**config.mk**
```make
export PLATFORM = sky130hd
export DESIGN_NAME = source_line_classifier
export DESIGN_NICKNAME = d
export VERILOG_FILES = /design/src/rtl/core/slc_pkg.sv /design/src/rtl/core/slc_fifo.sv /design/src/rtl/core/slc_front.sv /design/src/rtl/core/slc_back.sv /design/src/rtl/core/source_line_classifier.sv
export SDC_FILE = /design/constraint.sdc
export NUM_CORES = 1
export LEC_CHECK = 0
export BUFFER_PORTS_ARGS = -buffer_cell sky130_fd_sc_hd__buf_4
export CAP_MARGIN = 25
export CORE_MARGIN = 3
export CORE_UTILIZATION = 57
export CTS_CLUSTER_SIZE = 16
export DETAILED_ROUTE_END_ITERATION = 12
export GPL_ROUTABILITY_DRIVEN = 0
export GPL_TIMING_DRIVEN = 0
export PLACE_DENSITY = 0.76
export RECOVER_POWER = 50
export SLEW_MARGIN = 40
export SYNTH_ARGS = -nofsm -noshare
export SYNTH_HDL_FRONTEND = slang
export SYNTH_SLANG_ARGS = --single-unit
```
**constraint.sdc**
```tcl
create_clock -name clk -period 10.6 [get_ports clk]
set_input_delay 2.65 -clock clk [delete_from_list [all_inputs] [get_ports clk]]
set_output_delay 2.65 -clock clk [all_outputs]
set_load 0.01 [all_outputs]
```
**src/rtl/core/slc_pkg.sv**
```systemverilog
// Shared types and constants of the source line classifier.
package slc_pkg;

  // Fixed field widths.
  localparam int BYTE_W      = 8;
  localparam int MARKER_BYTES = 7;
  localparam int MARKER_W    = MARKER_BYTES * BYTE_W;
  localparam int MLEN_W      = 3;
  localparam int OUT_W       = 32;

  // Configuration port.
  localparam int CFG_INDEX_W = 3;
  localparam int CFG_DATA_W  = MARKER_W;

  localparam logic [CFG_INDEX_W-1:0] REG_LINE_MARKER     = 3'd0;
  localparam logic [CFG_INDEX_W-1:0] REG_LINE_MARKER_LEN = 3'd1;
  localparam logic [CFG_INDEX_W-1:0] REG_OPEN_MARKER     = 3'd2;
  localparam logic [CFG_INDEX_W-1:0] REG_OPEN_MARKER_LEN = 3'd3;
  localparam logic [CFG_INDEX_W-1:0] REG_CLOSE_MARKER    = 3'd4;
  localparam logic [CFG_INDEX_W-1:0] REG_CLOSE_MARKER_LEN = 3'd5;

  // Parameter defaults.
  localparam int MAX_MARKER_BYTES_DEF = 7;
  localparam int COUNT_WIDTH_DEF      = 32;
  localparam int JOB_QUEUE_DEPTH_DEF  = 4;

  // Characters that steer line classification.
  localparam logic [BYTE_W-1:0] CHR_NL  = 8'h0A;
  localparam logic [BYTE_W-1:0] CHR_SP  = 8'h20;
  localparam logic [BYTE_W-1:0] CHR_TAB = 8'h09;

  // Marker configuration handed to the classifier.
  typedef struct packed {
    logic [MARKER_W-1:0] line_marker;
    logic [MLEN_W-1:0]   line_len;
    logic [MARKER_W-1:0] open_marker;
    logic [MLEN_W-1:0]   open_len;
    logic [MARKER_W-1:0] close_marker;
    logic [MLEN_W-1:0]   close_len;
  } cfg_t;

endpackage

```
**src/rtl/core/slc_fifo.sv**
```systemverilog
// Small job queue between the byte window and the line classifier.
module slc_fifo #(
  parameter int WIDTH = 8,
  parameter int DEPTH = slc_pkg::JOB_QUEUE_DEPTH_DEF
) (
  input  logic             clk,
  input  logic             rst_n,
  input  logic             push,
  input  logic [WIDTH-1:0] push_data,
  output logic             full,
  input  logic             pop,
  output logic             empty,
  output logic [WIDTH-1:0] pop_data
);

  localparam int PW = $clog2(DEPTH);
  localparam int NW = $clog2(DEPTH + 1);

  logic [WIDTH-1:0] mem [DEPTH];
  logic [PW-1:0]    wr_ptr_r;
  logic [PW-1:0]    rd_ptr_r;
  logic [NW-1:0]    count_r;
  logic             do_push;
  logic             do_pop;

  assign full     = (count_r == NW'(DEPTH));
  assign empty    = (count_r == '0);
  assign do_push  = push & ~full;
  assign do_pop   = pop & ~empty;
  assign pop_data = mem[rd_ptr_r];

  // Storage is written on every transfer in.
  always_ff @(posedge clk) begin
    if (do_push) begin
      mem[wr_ptr_r] <= push_data;
    end
  end

  // Pointers wrap at the queue depth.
  always_ff @(posedge clk) begin
    if (!rst_n) begin
      wr_ptr_r <= '0;
      rd_ptr_r <= '0;
      count_r  <= '0;
    end else begin
      if (do_push) begin
        wr_ptr_r <= (wr_ptr_r == PW'(DEPTH - 1)) ? '0 : wr_ptr_r + 1'b1;
      end
      if (do_pop) begin
        rd_ptr_r <= (rd_ptr_r == PW'(DEPTH - 1)) ? '0 : rd_ptr_r + 1'b1;
      end
      if (do_push && !do_pop) begin
        count_r <= count_r + 1'b1;
      end else if (do_pop && !do_push) begin
        count_r <= count_r - 1'b1;
      end
    end
  end

endmodule

```
**src/rtl/core/slc_front.sv**
```systemverilog
// Input side: byte counter and lookahead window that issues classify jobs.
module slc_front #(
  parameter int MAX_MARKER_BYTES = slc_pkg::MAX_MARKER_BYTES_DEF,
  parameter int COUNT_WIDTH      = slc_pkg::COUNT_WIDTH_DEF,
  parameter int AVW              = $clog2(MAX_MARKER_BYTES + 1)
) (
  input  logic                                 clk,
  input  logic                                 rst_n,
  input  logic                                 in_push,
  output logic                                 in_full,
  input  logic [slc_pkg::BYTE_W-1:0]           in_data_byte,
  input  logic                                 in_byte_present,
  input  logic                                 in_end_of_file,
  output logic                                 job_push,
  input  logic                                 job_full,
  output logic [MAX_MARKER_BYTES*slc_pkg::BYTE_W-1:0] job_window,
  output logic [AVW-1:0]                       job_avail,
  output logic                                 job_finish,
  output logic [COUNT_WIDTH-1:0]               job_bytes,
  output logic                                 job_bsat
);

  localparam int BW = slc_pkg::BYTE_W;

  logic [BW-1:0]          win_r [MAX_MARKER_BYTES];
  logic [AVW-1:0]         fill_r;
  logic                   flush_r;
  logic [COUNT_WIDTH-1:0] bytes_r;
  logic                   bsat_r;
  logic                   accept;
  logic                   win_full;
  logic                   full_push;
  logic                   flush_go;
  logic [COUNT_WIDTH-1:0] bytes_inc;

  assign in_full   = flush_r | job_full;
  assign accept    = in_push & ~in_full;
  assign win_full  = (fill_r == AVW'(MAX_MARKER_BYTES));
  assign full_push = accept & in_byte_present & win_full;
  assign flush_go  = flush_r & ~job_full;
  assign bytes_inc = (bytes_r != '1) ? bytes_r + 1'b1 : bytes_r;

  // A job leaves when the window head is pushed out or drained at the end.
  always_comb begin
    for (int i = 0; i < MAX_MARKER_BYTES; i++) begin
      job_window[i*BW +: BW] = win_r[i];
    end
    job_push   = full_push | flush_go;
    job_avail  = fill_r;
    job_finish = flush_r & (fill_r == '0);
    job_bytes  = bytes_r;
    job_bsat   = bsat_r;
  end

  // Window storage: append, shift on push-out, shift on drain.
  always_ff @(posedge clk) begin
    if (full_push || (flush_go && fill_r != '0)) begin
      for (int i = 0; i < MAX_MARKER_BYTES - 1; i++) begin
        win_r[i] <= win_r[i+1];
      end
    end
    if (full_push) begin
      win_r[MAX_MARKER_BYTES-1] <= in_data_byte;
    end else if (accept && in_byte_present) begin
      for (int i = 0; i < MAX_MARKER_BYTES; i++) begin
        if (AVW'(i) == fill_r) begin
          win_r[i] <= in_data_byte;
        end
      end
    end
  end

  // Fill level, byte count and end-of-file drain control.
  always_ff @(posedge clk) begin
    if (!rst_n) begin
      fill_r  <= '0;
      flush_r <= 1'b0;
      bytes_r <= '0;
      bsat_r  <= 1'b0;
    end else if (flush_go) begin
      if (fill_r != '0) begin
        fill_r <= fill_r - 1'b1;
      end else begin
        flush_r <= 1'b0;
        bytes_r <= '0;
        bsat_r  <= 1'b0;
      end
    end else if (accept) begin
      if (in_byte_present) begin
        bytes_r <= bytes_inc;
        if (bytes_inc == '1) begin
          bsat_r <= 1'b1;
        end
        if (!win_full) begin
          fill_r <= fill_r + 1'b1;
        end
      end
      if (in_end_of_file) begin
        flush_r <= 1'b1;
      end
    end
  end

endmodule

```
**src/rtl/core/slc_back.sv**
```systemverilog
// Line classifier: consumes window jobs, keeps line counters, holds the result.
module slc_back #(
  parameter int MAX_MARKER_BYTES = slc_pkg::MAX_MARKER_BYTES_DEF,
  parameter int COUNT_WIDTH      = slc_pkg::COUNT_WIDTH_DEF,
  parameter int AVW              = $clog2(MAX_MARKER_BYTES + 1)
) (
  input  logic                                 clk,
  input  logic                                 rst_n,
  input  slc_pkg::cfg_t                        cfg,
  input  logic                                 job_valid,
  input  logic [MAX_MARKER_BYTES*slc_pkg::BYTE_W-1:0] job_window,
  input  logic [AVW-1:0]                       job_avail,
  input  logic                                 job_finish,
  input  logic [COUNT_WIDTH-1:0]               job_bytes,
  input  logic                                 job_bsat,
  output logic                                 job_pop,
  output logic                                 out_empty,
  input  logic                                 out_pop,
  output logic [slc_pkg::OUT_W-1:0]            out_line_total,
  output logic [slc_pkg::OUT_W-1:0]            out_code_total,
  output logic [slc_pkg::OUT_W-1:0]            out_comment_total,
  output logic [slc_pkg::OUT_W-1:0]            out_blank_total,
  output logic [slc_pkg::OUT_W-1:0]            out_byte_total,
  output logic                                 out_saturated
);

  localparam int BW   = slc_pkg::BYTE_W;
  localparam int MB   = slc_pkg::MARKER_BYTES;
  localparam int LW   = slc_pkg::MLEN_W;
  localparam int OW   = slc_pkg::OUT_W;
  localparam int WINW = MAX_MARKER_BYTES * BW;
  localparam int PADW = (WINW > MB * BW) ? WINW : MB * BW;
  localparam int CMPW = (AVW > LW) ? AVW : LW;

  typedef logic [COUNT_WIDTH-1:0] cnt_t;

  // Line state.
  logic          inside_r, inside_nxt;
  logic          atls_r, atls_nxt;
  logic          empty_r, empty_nxt;
  logic          iscom_r, iscom_nxt;
  logic          sls_r, sls_nxt;
  logic [LW-1:0] skip_r, skip_nxt;

  // Counters.
  cnt_t line_r, line_nxt;
  cnt_t code_r, code_nxt;
  cnt_t comm_r, comm_nxt;
  cnt_t blank_r, blank_nxt;
  logic ovf_r, ovf_nxt;

  logic          out_valid_r;
  logic          out_xfer;
  logic          take;
  logic          take_cls;
  logic          take_fin;
  logic [PADW-1:0] win_pad;
  logic [BW-1:0] head;
  logic          is_nl;
  logic          white;
  logic          line_hit;
  logic          open_hit;
  logic          close_hit;
  logic          fin_line;
  logic          bump_line;
  logic          comm_line;

  function automatic logic marker_hit(input logic [PADW-1:0] win,
                                      input logic [AVW-1:0] avail,
                                      input logic [slc_pkg::MARKER_W-1:0] mk,
                                      input logic [LW-1:0] len);
    logic hit;
    hit = (len != '0) && (CMPW'(len) <= CMPW'(avail));
    for (int k = 0; k < MB; k++) begin
      if ((LW'(k) < len) && (win[k*BW +: BW] != mk[k*BW +: BW])) begin
        hit = 1'b0;
      end
    end
    return hit;
  endfunction

  function automatic cnt_t bump(input cnt_t c, input logic en);
    return (en && c != '1) ? c + 1'b1 : c;
  endfunction

  assign out_empty = ~out_valid_r;
  assign out_xfer  = out_pop & out_valid_r;
  assign take      = job_valid & (~job_finish | ~out_valid_r | out_xfer);
  assign take_cls  = take & ~job_finish;
  assign take_fin  = take & job_finish;
  assign job_pop   = take;

  // Marker compares at the window head run in parallel.
  assign win_pad   = PADW'(job_window);
  assign head      = win_pad[BW-1:0];
  assign is_nl     = (head == slc_pkg::CHR_NL);
  assign white     = (head == slc_pkg::CHR_SP) || (head == slc_pkg::CHR_TAB);
  assign line_hit  = marker_hit(win_pad, job_avail, cfg.line_marker, cfg.line_len);
  assign open_hit  = marker_hit(win_pad, job_avail, cfg.open_marker, cfg.open_len);
  assign close_hit = marker_hit(win_pad, job_avail, cfg.close_marker, cfg.close_len);

  // Classification of the byte at the window head.
  always_comb begin
    inside_nxt = inside_r;
    atls_nxt   = atls_r;
    empty_nxt  = empty_r;
    iscom_nxt  = iscom_r;
    sls_nxt    = sls_r;
    skip_nxt   = skip_r;
    fin_line   = take_fin;
    bump_line  = 1'b0;
    if (take_cls) begin
      priority if (skip_r != '0) begin
        skip_nxt = skip_r - 1'b1;
      end else if (sls_r && !is_nl && close_hit) begin
        inside_nxt = 1'b0;
        sls_nxt    = 1'b0;
        skip_nxt   = cfg.close_len - 1'b1;
      end else begin
        if (sls_r && is_nl) begin
          sls_nxt = 1'b0;
        end
        priority if (is_nl) begin
          fin_line  = 1'b1;
          bump_line = 1'b1;
          atls_nxt  = 1'b1;
          empty_nxt = 1'b1;
          iscom_nxt = 1'b0;
        end else if (atls_r && white) begin
        end else if (atls_r && inside_r && close_hit) begin
          atls_nxt   = 1'b0;
          inside_nxt = 1'b0;
          skip_nxt   = cfg.close_len - 1'b1;
          empty_nxt  = 1'b0;
        end else if (atls_r && !inside_r && line_hit) begin
          atls_nxt  = 1'b0;
          iscom_nxt = 1'b1;
        end else if (atls_r && !inside_r && open_hit) begin
          atls_nxt   = 1'b0;
          inside_nxt = 1'b1;
          skip_nxt   = cfg.open_len - 1'b1;
          empty_nxt  = 1'b0;
          sls_nxt    = (cfg.close_len != '0);
        end else begin
          atls_nxt = 1'b0;
          if (!white) begin
            empty_nxt = 1'b0;
          end
        end
      end
    end
  end

  // Saturating counter updates for a finished line.
  always_comb begin
    comm_line = inside_r | iscom_r;
    line_nxt  = bump(line_r, bump_line);
    comm_nxt  = bump(comm_r, fin_line & comm_line);
    blank_nxt = bump(blank_r, fin_line & ~comm_line & empty_r);
    code_nxt  = bump(code_r, fin_line & ~comm_line & ~empty_r);
    ovf_nxt   = ovf_r
              | (bump_line && line_nxt == '1)
              | (fin_line && comm_line && comm_nxt == '1)
              | (fin_line && !comm_line && empty_r && blank_nxt == '1)
              | (fin_line && !comm_line && !empty_r && code_nxt == '1);
  end

  // State registers; a finished file returns them to the start values.
  always_ff @(posedge clk) begin
    if (!rst_n || take_fin) begin
      inside_r <= 1'b0;
      atls_r   <= 1'b1;
      empty_r  <= 1'b1;
      iscom_r  <= 1'b0;
      sls_r    <= 1'b0;
      skip_r   <= '0;
      line_r   <= cnt_t'(1);
      code_r   <= '0;
      comm_r   <= '0;
      blank_r  <= '0;
      ovf_r    <= 1'b0;
    end else begin
      inside_r <= inside_nxt;
      atls_r   <= atls_nxt;
      empty_r  <= empty_nxt;
      iscom_r  <= iscom_nxt;
      sls_r    <= sls_nxt;
      skip_r   <= skip_nxt;
      line_r   <= line_nxt;
      code_r   <= code_nxt;
      comm_r   <= comm_nxt;
      blank_r  <= blank_nxt;
      ovf_r    <= ovf_nxt;
    end
  end

  // Result register and its valid flag.
  always_ff @(posedge clk) begin
    if (take_fin) begin
      out_line_total    <= OW'(line_nxt);
      out_code_total    <= OW'(code_nxt);
      out_comment_total <= OW'(comm_nxt);
      out_blank_total   <= OW'(blank_nxt);
      out_byte_total    <= OW'(job_bytes);
      out_saturated     <= ovf_nxt | job_bsat;
    end
  end

  always_ff @(posedge clk) begin
    if (!rst_n) begin
      out_valid_r <= 1'b0;
    end else if (take_fin) begin
      out_valid_r <= 1'b1;
    end else if (out_xfer) begin
      out_valid_r <= 1'b0;
    end
  end

endmodule

```
**src/rtl/core/source_line_classifier.sv**
```systemverilog
// Source line classifier top level: configuration registers, window, job queue, classifier.
//
// Bytes of a file enter one per cycle while in_full is low. Each byte sits in a window of
// MAX_MARKER_BYTES bytes so that the comment markers are compared against the window head
// in parallel; the classifier behind a short job queue takes one window step per cycle while
// jobs are queued and no waiting result holds an end-of-file job back. An end-of-file item
// drains the window one byte per cycle while the job queue has room and then issues the
// totals, so in_full stays high until the totals are issued. The totals pass through the
// job queue into the result register and stay there until popped. An earlier result that
// is still waiting holds the next file's totals back; the job queue then fills and in_full
// also stays high until that result is popped. The user must write the configuration
// registers only while no file is in flight; the block itself does not enforce this.
module source_line_classifier #(
  parameter int MAX_MARKER_BYTES = slc_pkg::MAX_MARKER_BYTES_DEF,
  parameter int COUNT_WIDTH      = slc_pkg::COUNT_WIDTH_DEF,
  parameter int JOB_QUEUE_DEPTH  = slc_pkg::JOB_QUEUE_DEPTH_DEF
) (
  input  logic                               clk,
  input  logic                               rst_n,
  input  logic                               in_push,
  output logic                               in_full,
  input  logic [slc_pkg::BYTE_W-1:0]         in_data_byte,
  input  logic                               in_byte_present,
  input  logic                               in_end_of_file,
  output logic                               out_empty,
  input  logic                               out_pop,
  output logic [slc_pkg::OUT_W-1:0]          out_line_total,
  output logic [slc_pkg::OUT_W-1:0]          out_code_total,
  output logic [slc_pkg::OUT_W-1:0]          out_comment_total,
  output logic [slc_pkg::OUT_W-1:0]          out_blank_total,
  output logic [slc_pkg::OUT_W-1:0]          out_byte_total,
  output logic                               out_saturated,
  input  logic                               cfg_write_en,
  input  logic [slc_pkg::CFG_INDEX_W-1:0]    cfg_index,
  input  logic [slc_pkg::CFG_DATA_W-1:0]     cfg_data
);

  localparam int AVW  = $clog2(MAX_MARKER_BYTES + 1);
  localparam int WINW = MAX_MARKER_BYTES * slc_pkg::BYTE_W;
  localparam int JW   = WINW + AVW + 1 + COUNT_WIDTH + 1;
  localparam int LW   = slc_pkg::MLEN_W;

  slc_pkg::cfg_t cfg_r;

  logic                   fr_push;
  logic                   q_full;
  logic [WINW-1:0]        fr_window;
  logic [AVW-1:0]         fr_avail;
  logic                   fr_finish;
  logic [COUNT_WIDTH-1:0] fr_bytes;
  logic                   fr_bsat;
  logic [JW-1:0]          q_in;
  logic [JW-1:0]          q_out;
  logic                   q_empty;
  logic                   bk_pop;
  logic [WINW-1:0]        bk_window;
  logic [AVW-1:0]         bk_avail;
  logic                   bk_finish;
  logic [COUNT_WIDTH-1:0] bk_bytes;
  logic                   bk_bsat;

  // Configuration registers; unknown indexes are ignored.
  always_ff @(posedge clk) begin
    if (!rst_n) begin
      cfg_r <= '0;
    end else if (cfg_write_en) begin
      unique case (cfg_index)
        slc_pkg::REG_LINE_MARKER:      cfg_r.line_marker  <= cfg_data;
        slc_pkg::REG_LINE_MARKER_LEN:  cfg_r.line_len     <= cfg_data[LW-1:0];
        slc_pkg::REG_OPEN_MARKER:      cfg_r.open_marker  <= cfg_data;
        slc_pkg::REG_OPEN_MARKER_LEN:  cfg_r.open_len     <= cfg_data[LW-1:0];
        slc_pkg::REG_CLOSE_MARKER:     cfg_r.close_marker <= cfg_data;
        slc_pkg::REG_CLOSE_MARKER_LEN: cfg_r.close_len    <= cfg_data[LW-1:0];
        default: begin
        end
      endcase
    end
  end

  slc_front #(
    .MAX_MARKER_BYTES(MAX_MARKER_BYTES),
    .COUNT_WIDTH     (COUNT_WIDTH),
    .AVW             (AVW)
  ) u_front (
    .clk            (clk),
    .rst_n          (rst_n),
    .in_push        (in_push),
    .in_full        (in_full),
    .in_data_byte   (in_data_byte),
    .in_byte_present(in_byte_present),
    .in_end_of_file (in_end_of_file),
    .job_push       (fr_push),
    .job_full       (q_full),
    .job_window     (fr_window),
    .job_avail      (fr_avail),
    .job_finish     (fr_finish),
    .job_bytes      (fr_bytes),
    .job_bsat       (fr_bsat)
  );

  // Jobs travel through the queue as one packed word.
  assign q_in = {fr_window, fr_avail, fr_finish, fr_bytes, fr_bsat};
  assign {bk_window, bk_avail, bk_finish, bk_bytes, bk_bsat} = q_out;

  slc_fifo #(
    .WIDTH(JW),
    .DEPTH(JOB_QUEUE_DEPTH)
  ) u_queue (
    .clk      (clk),
    .rst_n    (rst_n),
    .push     (fr_push),
    .push_data(q_in),
    .full     (q_full),
    .pop      (bk_pop),
    .empty    (q_empty),
    .pop_data (q_out)
  );

  slc_back #(
    .MAX_MARKER_BYTES(MAX_MARKER_BYTES),
    .COUNT_WIDTH     (COUNT_WIDTH),
    .AVW             (AVW)
  ) u_back (
    .clk              (clk),
    .rst_n            (rst_n),
    .cfg              (cfg_r),
    .job_valid        (~q_empty),
    .job_window       (bk_window),
    .job_avail        (bk_avail),
    .job_finish       (bk_finish),
    .job_bytes        (bk_bytes),
    .job_bsat         (bk_bsat),
    .job_pop          (bk_pop),
    .out_empty        (out_empty),
    .out_pop          (out_pop),
    .out_line_total   (out_line_total),
    .out_code_total   (out_code_total),
    .out_comment_total(out_comment_total),
    .out_blank_total  (out_blank_total),
    .out_byte_total   (out_byte_total),
    .out_saturated    (out_saturated)
  );

endmodule
```
# Word level (Yosys, flattened, before mapping)
# Memories as Yosys holds them, arrays and structs flattened. A register that Yosys moved wholly into a read port is not among the register bits.
# Cells that the tools add are included.
# op_classes
reduce_logical	92
eq_ne	62
n_mux	132
bitwise_logic	41
add_sub_neg	14
n_lt_le_gt_ge	24
# ops
cell	count
$mux 32	9
$ne 8x8->1	21
$add 32x1->32 const B	5
$eq 32x32->1 const B	5
$ne 32x32->1 const B	5
$mux 1	98
$mux 8	7
$logic_and 1x1->1	49
$mux 3	14
$lt 3x3->1 const A	9
$lt 1x3->1 const A	6
$lt 2x3->1 const A	6
$reduce_and 6->1	3
$reduce_bool 3->1	6
$or 1x1->1	17
$eq 8x4->1 const B	2
$and 1x1->1	15
$sub 3x1->3 const B	5
$reduce_and 2->1	7
$reduce_bool 2->1	7
$eq 3x3->1 const B	4
$reduce_and 4->1	3
$eq 3x3->1 const A	3
$le 3x3->1	3
22 further kinds	56
# word_totals
word_cells	398
in_bits	74
ramBits	428
register_bits	520
n_memories	2
out_inout_bits	163
# memory_table
name	depth	width	rd	rd_clocked_by_memory_dff	wr	line	text
u_queue.mem	4	93	1	1	1	slc_fifo.sv:19	logic [WIDTH-1:0] mem [DEPTH];
u_front.win_r	7	8	7	0	7	slc_front.sv:25	logic [BW-1:0] win_r [MAX_MARKER_BYTES];

# Depth between registers and ports, before layout
# Gate-level depths: netlist of the first run.
# logic_depth
depth_word	22
mapped_depth	17
depth_no_buf	13

# By module
# Synthesis of the first run repeated with hierarchy kept, for this count alone.
# unflattened
cells_unflattened	3197
area_unflattened_um2	41105.7
# by_module_without_submodules
module	seq_area_each_um2	instances	area_each_um2	cells_per_inst
slc_back	7597.3	1	15576.2	1530
slc_fifo	11350.9	1	13893.3	536
source_line_classifier	3543.4	1	6568.8	638
slc_front	2422.3	1	5067.4	493

# Worst setup path after synthesis of the first run
# No wires, ideal clock.
# synth_path
path_kind	input to register
startpoint	in out_pop
endpoint	reg u_back.out_saturated, data pin
t_arrival_ps	8215
stages	11
required_time_ps	10341
n_path_buf	0
setup_ps	259
path_slack_ps	2126
path_cell_list	nand2b_1 -> nand3_1 -> inv_1 -> a31oi_1 -> nor4b_1 -> nand3_1 -> xor2_1 -> nor4_1 -> a41oi_1 -> nand3_1 -> or2_1
# synth_via
elab_chain_len	17
word_cells_on_any_way	39
cone_classes	eq/ne (4); mux (9); bitwise (14); reduce/logical (12)
# synth_lines
element	line	text
start: declaration	source_line_classifier.sv:26	input logic out_pop,
$and 1x1->1 (*)	slc_back.sv:87	assign out_xfer = out_pop & out_valid_r;
$or 1x1->1 (*)	slc_back.sv:88	assign take = job_valid & (~job_finish | ~out_valid_r | out_xfer);
$and 1x1->1 (*)	slc_back.sv:88	
$and 1x1->1 (*)	slc_back.sv:90	assign take_fin = take & job_finish;
named net u_back.take_fin	slc_back.sv:56	logic take_fin;
$mux 1	slc_back.sv:123	priority if (is_nl) begin
$mux 1	slc_back.sv:115	end else if (sls_r && !is_nl && close_hit) begin
$mux 1	slc_back.sv:113	priority if (skip_r != '0) begin
(+2 left out)	n/a	
$logic_and 1x1->1 or $and 1x1->1 (tied branches)	slc_back.sv:83, slc_back.sv:159	
$mux 32 or $logic_and 1x1->1 (tied branches)	slc_back.sv:83	return (en && c != '1) ? c + 1'b1 : c;
$eq 32x32->1 or $mux 32 (tied branches)	slc_back.sv:163, slc_back.sv:83	
$logic_and 1x1->1 or $eq 32x32->1 (tied branches)	slc_back.sv:163, slc_back.sv:164	
$or 1x1->1 or $logic_and 1x1->1 (tied branches)	slc_back.sv:163, slc_back.sv:164	
$or 1x1->1	slc_back.sv:164	| (fin_line && !comm_line && empty_r && blank_nxt == '1)
$or 1x1->1 (*)	slc_back.sv:165	| (fin_line && !comm_line && !empty_r && code_nxt == '1);
$or 1x1->1 (*)	slc_back.sv:205	out_saturated <= ovf_nxt | job_bsat;
end signal: assignment	slc_back.sv:205	
end: declaration	slc_back.sv:24	output logic out_saturated
# Mark *: on every way through the listed nets, which the timed path passes. The rest lies on a longest branch.
# A chain may end at the register's enable or synchronous reset.

# Final worst setup path of the first run
# Ends and elaborated chain as after synthesis.

==> results of run 1 <==
[power by group]
group          internal, uW  switching (uW)  leakage, uW
clock network          1810            1420      0.00145
logic                   868            1450      0.00526
registers              4370             141      0.00832
total                  7050            3020       0.0150
[cells by family (layout without fill, tap and decap cells)]
kind of cell | Yosys count | after routing | share of synthesized area (%)
fa+ha+maj | 35 | 35 | 1.11
mux | 159 | 159 | 7.02
simple gates | 1241 | 1241 | 15.1
buf+inv | 214 | 637 | 2.04
other cells | 0 | 3 | 0
xor+xnor | 304 | 304 | 6.63
flops | 950 | 950 | 62.0
compound gates | 403 | 403 | 6.05
[worst max-delay path: stages]
cell and delay [ps]:
clkbuf_1 80, nand2b_1 150, nand3_1 190, clkinvlp_2 1720
a31oi_2 1380, nor3_1 310, clkbuf_1 320, a31oi_1 230
nor2_1 60, and3_1 170, a31oi_1 150, nand3_1 180
or2_1 260
[layer usage]
| metal | GRT usage (%) | wire, um | up-vias |
|---|---|---|---|
| li1 | - | - | 12800 |
| met1 | 37.2 | 41300 | 13600 |
| met2 | 44.5 | 48600 | 1219 |
| met3 | 4.06 | 7690 | 221 |
| met4 | 10.7 | 3780 | 2 |
| met5 | 0 | 17 | - |
[worst paths after layout]
path	slack, ps	endpoint	from	cells after the start
worst max-delay path	3110	u_back.out_saturated$_DFFE_PP_	out_pop	13
worst min-delay path	470	cfg_r[9]$_SDFFE_PN0P_	cfg_r[9]$_SDFFE_PN0P_	2
worst max register to register	3930	u_back.out_saturated$_DFFE_PP_	flip-flop	13
worst min register to register	470	cfg_r[9]$_SDFFE_PN0P_	cfg_r[9]$_SDFFE_PN0P_	2
[layout by cell type, fill, tap and decap left out, types with 48 or more instances in the layout]
cell / instances
nor3_1: 54
nor2_1: 163
nand2_1: 493
edfxtp_1: 589
nand3_1: 92
nor4_1: 51
clkbuf_1: 324
nand4_1: 102
clkbuf_16: 94
buf_4: 69
xnor2_1: 212
inv_1: 57
and2_1: 114
mux2_2: 48
xor2_1: 92
dfxtp_1: 361
a21oi_1: 223
mux4_2: 93
[metrics by stage]
step                      instances  TNS [ps]  instance area, um^2  total power, uW  hold WS, ps
final                          4663         0                45800            10100          466
after global routing           4661         0                45800            10500          484
after CTS                      4660         0                46400            10300          467
after detailed placement       4484         0                43400             7070          458
after global placement         4473     -7600                43100             7060          453
after floorplan                3306         0                40200             6130          448
[final cells by class]
| cell class | count | area [um^2] | share of cell area (%) |
|---|---|---|---|
| Sequential cell | 950 | 24900 | 54.4 |
| Multi-Input combinational cell | 2142 | 14500 | 31.7 |
| Clock buffer | 126 | 2550 | 5.58 |
| Timing Repair Buffer | 247 | 1380 | 3.01 |
| Tap cell | 931 | 1160 | 2.55 |
| Buffer | 156 | 607 | 1.33 |
| Clock inverter | 50 | 429 | 0.938 |
| Inverter | 58 | 219 | 0.478 |
| Antenna cell | 3 | 7.51 | 0.0164 |
==> flow_summary.ini, run 1 <==
[logic_synthesis]
ys_seq_area_share_pct = 62.0
ys_warn_count = 0
async_flop_share_pct = 0
synth.area.top_cells = edfxtp_1 (44%), dfxtp_1 (18%), mux4_2 (5.2%)
synth_flop_cell = edfxtp_1
syn_area_per_cell_um2 = 12.1
ys_types = 71
synth_edf_count = 589
synth_most_common_cell = edfxtp_1
syn_nets = 3415
syn-cell-area_mm2 = 0.0402
synth.top_cell.area_share_pct = 44.0
synthTopCellsByCount = edfxtp_1 (589), nand2_1 (493), dfxtp_1 (361)
yosys.area.top_type = edfxtp_1
synth-seq-cells = 950
synth_cells = 3306

[detailed_routing]
wire_per_inst_um = 21.7
vias = 27800
drc_errors = 0
dr.pass1.iters = 6
viasPerCell = 5.96
wl_mm = 101
postRouteAntennaNets = 0
drt-initial-drc-count = 2590

[finish]
nFillCells = 5371
drive_gt1_share_pct = 11.0
final_net_count = 3757
largest_register_ffs = 372
largest_register = u_queue.mem
area_growth_pct = 14.0
utilization_pct = 66.2
largest_registers = u_queue.mem x372, cfg_r x177, u_front.win_r x56

[sta]
setup_viol = 0
tightest_slew_ps = 2250
fmax_mhz = 134
slew_violations = 50
rsz0062_at_grt = false
fin_worst_skew_ps = 23.7
relSlewSlack_pct = -50.6
timing.final.ws_setup_ps = 3110
hold_viol = 0
period_share_pct = 70.7
final.min_clock_period_ps = 7490

[clock_network]
cts_buffers = 93
clock-sinks = 950
postCtsSetupBuffers = 0
cts_buffer_depth = 3
cts_resized = 0
cts_tree = yes
clockRootBuffer = clkbuf_16
postCtsHoldBufs = 0
cts_max_level = 3
clkLatencyLatePin_ps = 660
clkSlewWorstSetupHoldPaths_ps = 60

[grt]
grt_pass1_vias = 26900
grt_max_degree = 63
grt_usage_pct = 27.3
grt_pass1_wl_mm = 156
gr-total-overflow = 0
antenna_found_initial = 4

[floorplan]
core_mm2 = 0.0692
io_pins = 237
initial_core_util_pct = 58.0
fp-row-count = 96
dieArea_mm2 = 0.0737
die_h_um = 271
die_x_um = 271

[pwr]
peakVddDrop_v = 0.000201
powerDensity_mw_per_mm2 = 220
power_leakage_uw = 0.0150

[job]
maxCapViolCount = 1

[placed_design]
post-place-ws_ps = 4500
hpwlAfterDp_mm = 71.3
port_buffers = 236

[setup_path]
critPathArrivalTime_ps = 7890
cp_max_fo = 50
crit_required_ps = 11000
path_class = input pin to flip-flop
cp-end-kind = flip-flop
startpoint_type = input pin

[min_path]
hold_class = flip-flop to flip-flop

[outcome]
status = finished, violations left
failed_checks = capacitance limit, slew limit
Note: power is estimated with default switching activity, not from simulation.
==> run 2, diff against run 1 <==
--- a/config.mk
+++ b/config.mk
@@ -8,12 +8,12 @@
 export BUFFER_PORTS_ARGS = -buffer_cell sky130_fd_sc_hd__buf_4
 export CAP_MARGIN = 25
 export CORE_MARGIN = 3
-export CORE_UTILIZATION = 57
+export CORE_UTILIZATION = 55
 export CTS_CLUSTER_SIZE = 16
 export DETAILED_ROUTE_END_ITERATION = 12
 export GPL_ROUTABILITY_DRIVEN = 0
 export GPL_TIMING_DRIVEN = 0
-export PLACE_DENSITY = 0.76
+export PLACE_DENSITY = 0.77
 export RECOVER_POWER = 50
 export SLEW_MARGIN = 40
 export SYNTH_ARGS = -nofsm -noshare
==> constraint.sdc (replaced) <==
create_clock -name clk -period 6.5 [get_ports clk]
set_input_delay 1.625 -clock clk [delete_from_list [all_inputs] [get_ports clk]]
set_output_delay 1.625 -clock clk [all_outputs]
set_load 0.01 [all_outputs]
==> run 2 against run 1 <==
  * The flow now finishes without violations
  * Via count grew 0.39%
  * Die area rose by 3.6%
  * Critical path depth is 3 higher
  * Clock-buffer cell count up 4
  * Largest power group unchanged
  * Global-route usage fell by 1.1 points
  * Highest routed layer unchanged
  * Worst setup slack got worse by 2600 ps
  * Clock skew up 26 ps
  * Wire length increased by 0.83%
  * Sequential power is 63% higher
  * Flip-flop and latch count stayed put
  * Utilization is 2.2 points lower
==> flow_summary.ini, run 2 (synthesis results as in run 1) <==
[outcome]
status = finished clean

[finish]
largest_register_ffs = 372
largest_registers = u_queue.mem x372, cfg_r x177, u_front.win_r x56
layout_commonest_cell = edfxtp_1
largest_register = u_queue.mem
drive_gt1_share_pct = 11.1
final_net_count = 3768
utilization_pct = 63.9
instances_no_fill = 4695
layout_common_cells = edfxtp_1 (589), nand2_1 (493), dfxtp_1 (361)
nFillCells = 5525
area_growth_pct = 14.4

[clock_network]
cts_buffer_depth = 3
cts_max_level = 3
postCtsSetupBuffers = 0
clkLatencyLatePin_ps = 670
clockRootBuffer = clkbuf_16
clkSlewWorstSetupHoldPaths_ps = 60
cts_tree = yes
cts_buffers = 96
postCtsHoldBufs = 0
clock-sinks = 950
cts_resized = 0

[detailed_routing]
wl_mm = 102
drt-initial-drc-count = 3056
vias = 27900
postRouteAntennaNets = 0
dr.pass1.iters = 5
wire_per_inst_um = 21.8
drc_errors = 0
viasPerCell = 5.95

[pwr]
powerDensity_mw_per_mm2 = 361
peakVddDrop_v = 0.000236
power_leakage_uw = 0.0151
p_total_uw = 16600

[setup_path]
crit_required_ps = 7020
reg2reg_setup_slack_ps = 510
r2r_end = u_back.skip_r[0]$_SDFFE_PP0P_
startpoint_type = flip-flop
path_class = flip-flop to flip-flop
reg2reg_depth = 16
cp_max_fo = 10
cp-end-kind = flip-flop
critPathArrivalTime_ps = 6500

[grt]
antenna_found_initial = 7
grt_pass1_wl_mm = 156
grt_max_degree = 36
grt_usage_pct = 26.2
gr-total-overflow = 0
grt_pass1_vias = 26800

[min_path]
hold_class = flip-flop to flip-flop
whs_path_depth = 2
worstHoldStart = cfg_r[14]$_SDFFE_PN0P_
hold-path-endpoint = cfg_r[14]$_SDFFE_PN0P_

[placed_design]
dp.cells = 4511
hpwlAfterDp_mm = 71.6
port_buffers = 236

[sta]
slew_violations = 0
fin_worst_skew_ps = 49.7
setup_viol = 0
rsz0062_at_grt = false
relSlewSlack_pct = 3.86
final.min_clock_period_ps = 5990
hold_viol = 0
tightest_slew_ps = 1440
period_share_pct = 92.1
fmax_mhz = 167

[floorplan]
fp-row-count = 98
die_h_um = 276
initial_core_util_pct = 55.9
core_mm2 = 0.0719
dieArea_mm2 = 0.0763
die_x_um = 276
io_pins = 237

[job]
maxCapViolCount = 0
run 2: worst max-delay path by stage:
stage / startpoint / endpoint / slack [ps] / cells after the start
2_1_floorplan: out_pop / u_back.out_saturated$_DFFE_PP_ / 60 / 12
3_3_place_gp: out_pop / u_back.out_saturated$_DFFE_PP_ / -2660 / 13
3_5_place_dp: flip-flop / u_back.skip_r[0]$_SDFFE_PP0P_ / 690 / 16
4_1_cts: flip-flop / u_back.skip_r[0]$_SDFFE_PP0P_ / 600 / 16
5_1_grt: flip-flop / u_back.skip_r[0]$_SDFFE_PP0P_ / 290 / 16
6_report: flip-flop / u_back.skip_r[0]$_SDFFE_PP0P_ / 510 / 16
run 2: cell type report:
| type | count | area (um^2) | area share [%] |
|---|---|---|---|
| antenna | 5 | 12.5 | 0.0272 |
| buffer | 156 | 613 | 1.33 |
| clock buffer | 130 | 2690 | 5.86 |
| clock inverter | 49 | 448 | 0.975 |
| inverter | 58 | 219 | 0.477 |
| multi-input combinational | 2142 | 14500 | 31.5 |
| sequential | 950 | 24900 | 54.2 |
| tap | 950 | 1190 | 2.59 |
| timing repair buffer | 255 | 1390 | 3.02 |
run 2: stage by stage:
stage               setup TNS (ps)  hold WS, ps  instance area (um^2)  setup slack [ps]
global placement           -399610          453                 43100             -2660
floorplan                        0          448                 40200              59.2
global route                     0          480                 45900               291
CTS                              0          467                 46700               599
detailed placement               0          459                 43600               691
finish                           0          465                 45900               515
run 2: worst max-delay path, cell delays in order, from the launching register on:
cell and delay, ps:
dfxtp_1 380, clkbuf_1 470, clkbuf_1 570, clkbuf_1 710, clkbuf_1 570, mux4_2 430
ha_1 170, nor2b_1 40, o21a_1 160, o21ai_0 230, o311ai_0 280, or4_1 630
a221oi_1 450, buf_1 260, o31ai_1 150, a41oi_1 230, o31ai_1 90
run 2: routing by layer:
layer / global-route usage (%) / up-vias / part of all wire [%]
met5: 0 / - / 0.033
met4: 9.76 / 4 / 3.7
met3: 3.98 / 239 / 8.1
met2: 43.2 / 1295 / 48
met1: 35.2 / 13600 / 40
li1: - / 12800 / -
run 2: where the power goes:
part	internal (uW)	leakage (uW)	switching, uW
Sequential	7140	0.00832	251
Clock	3090	0.00154	2340
Combinational	1380	0.00526	2380
Total	11600	0.0151	4970
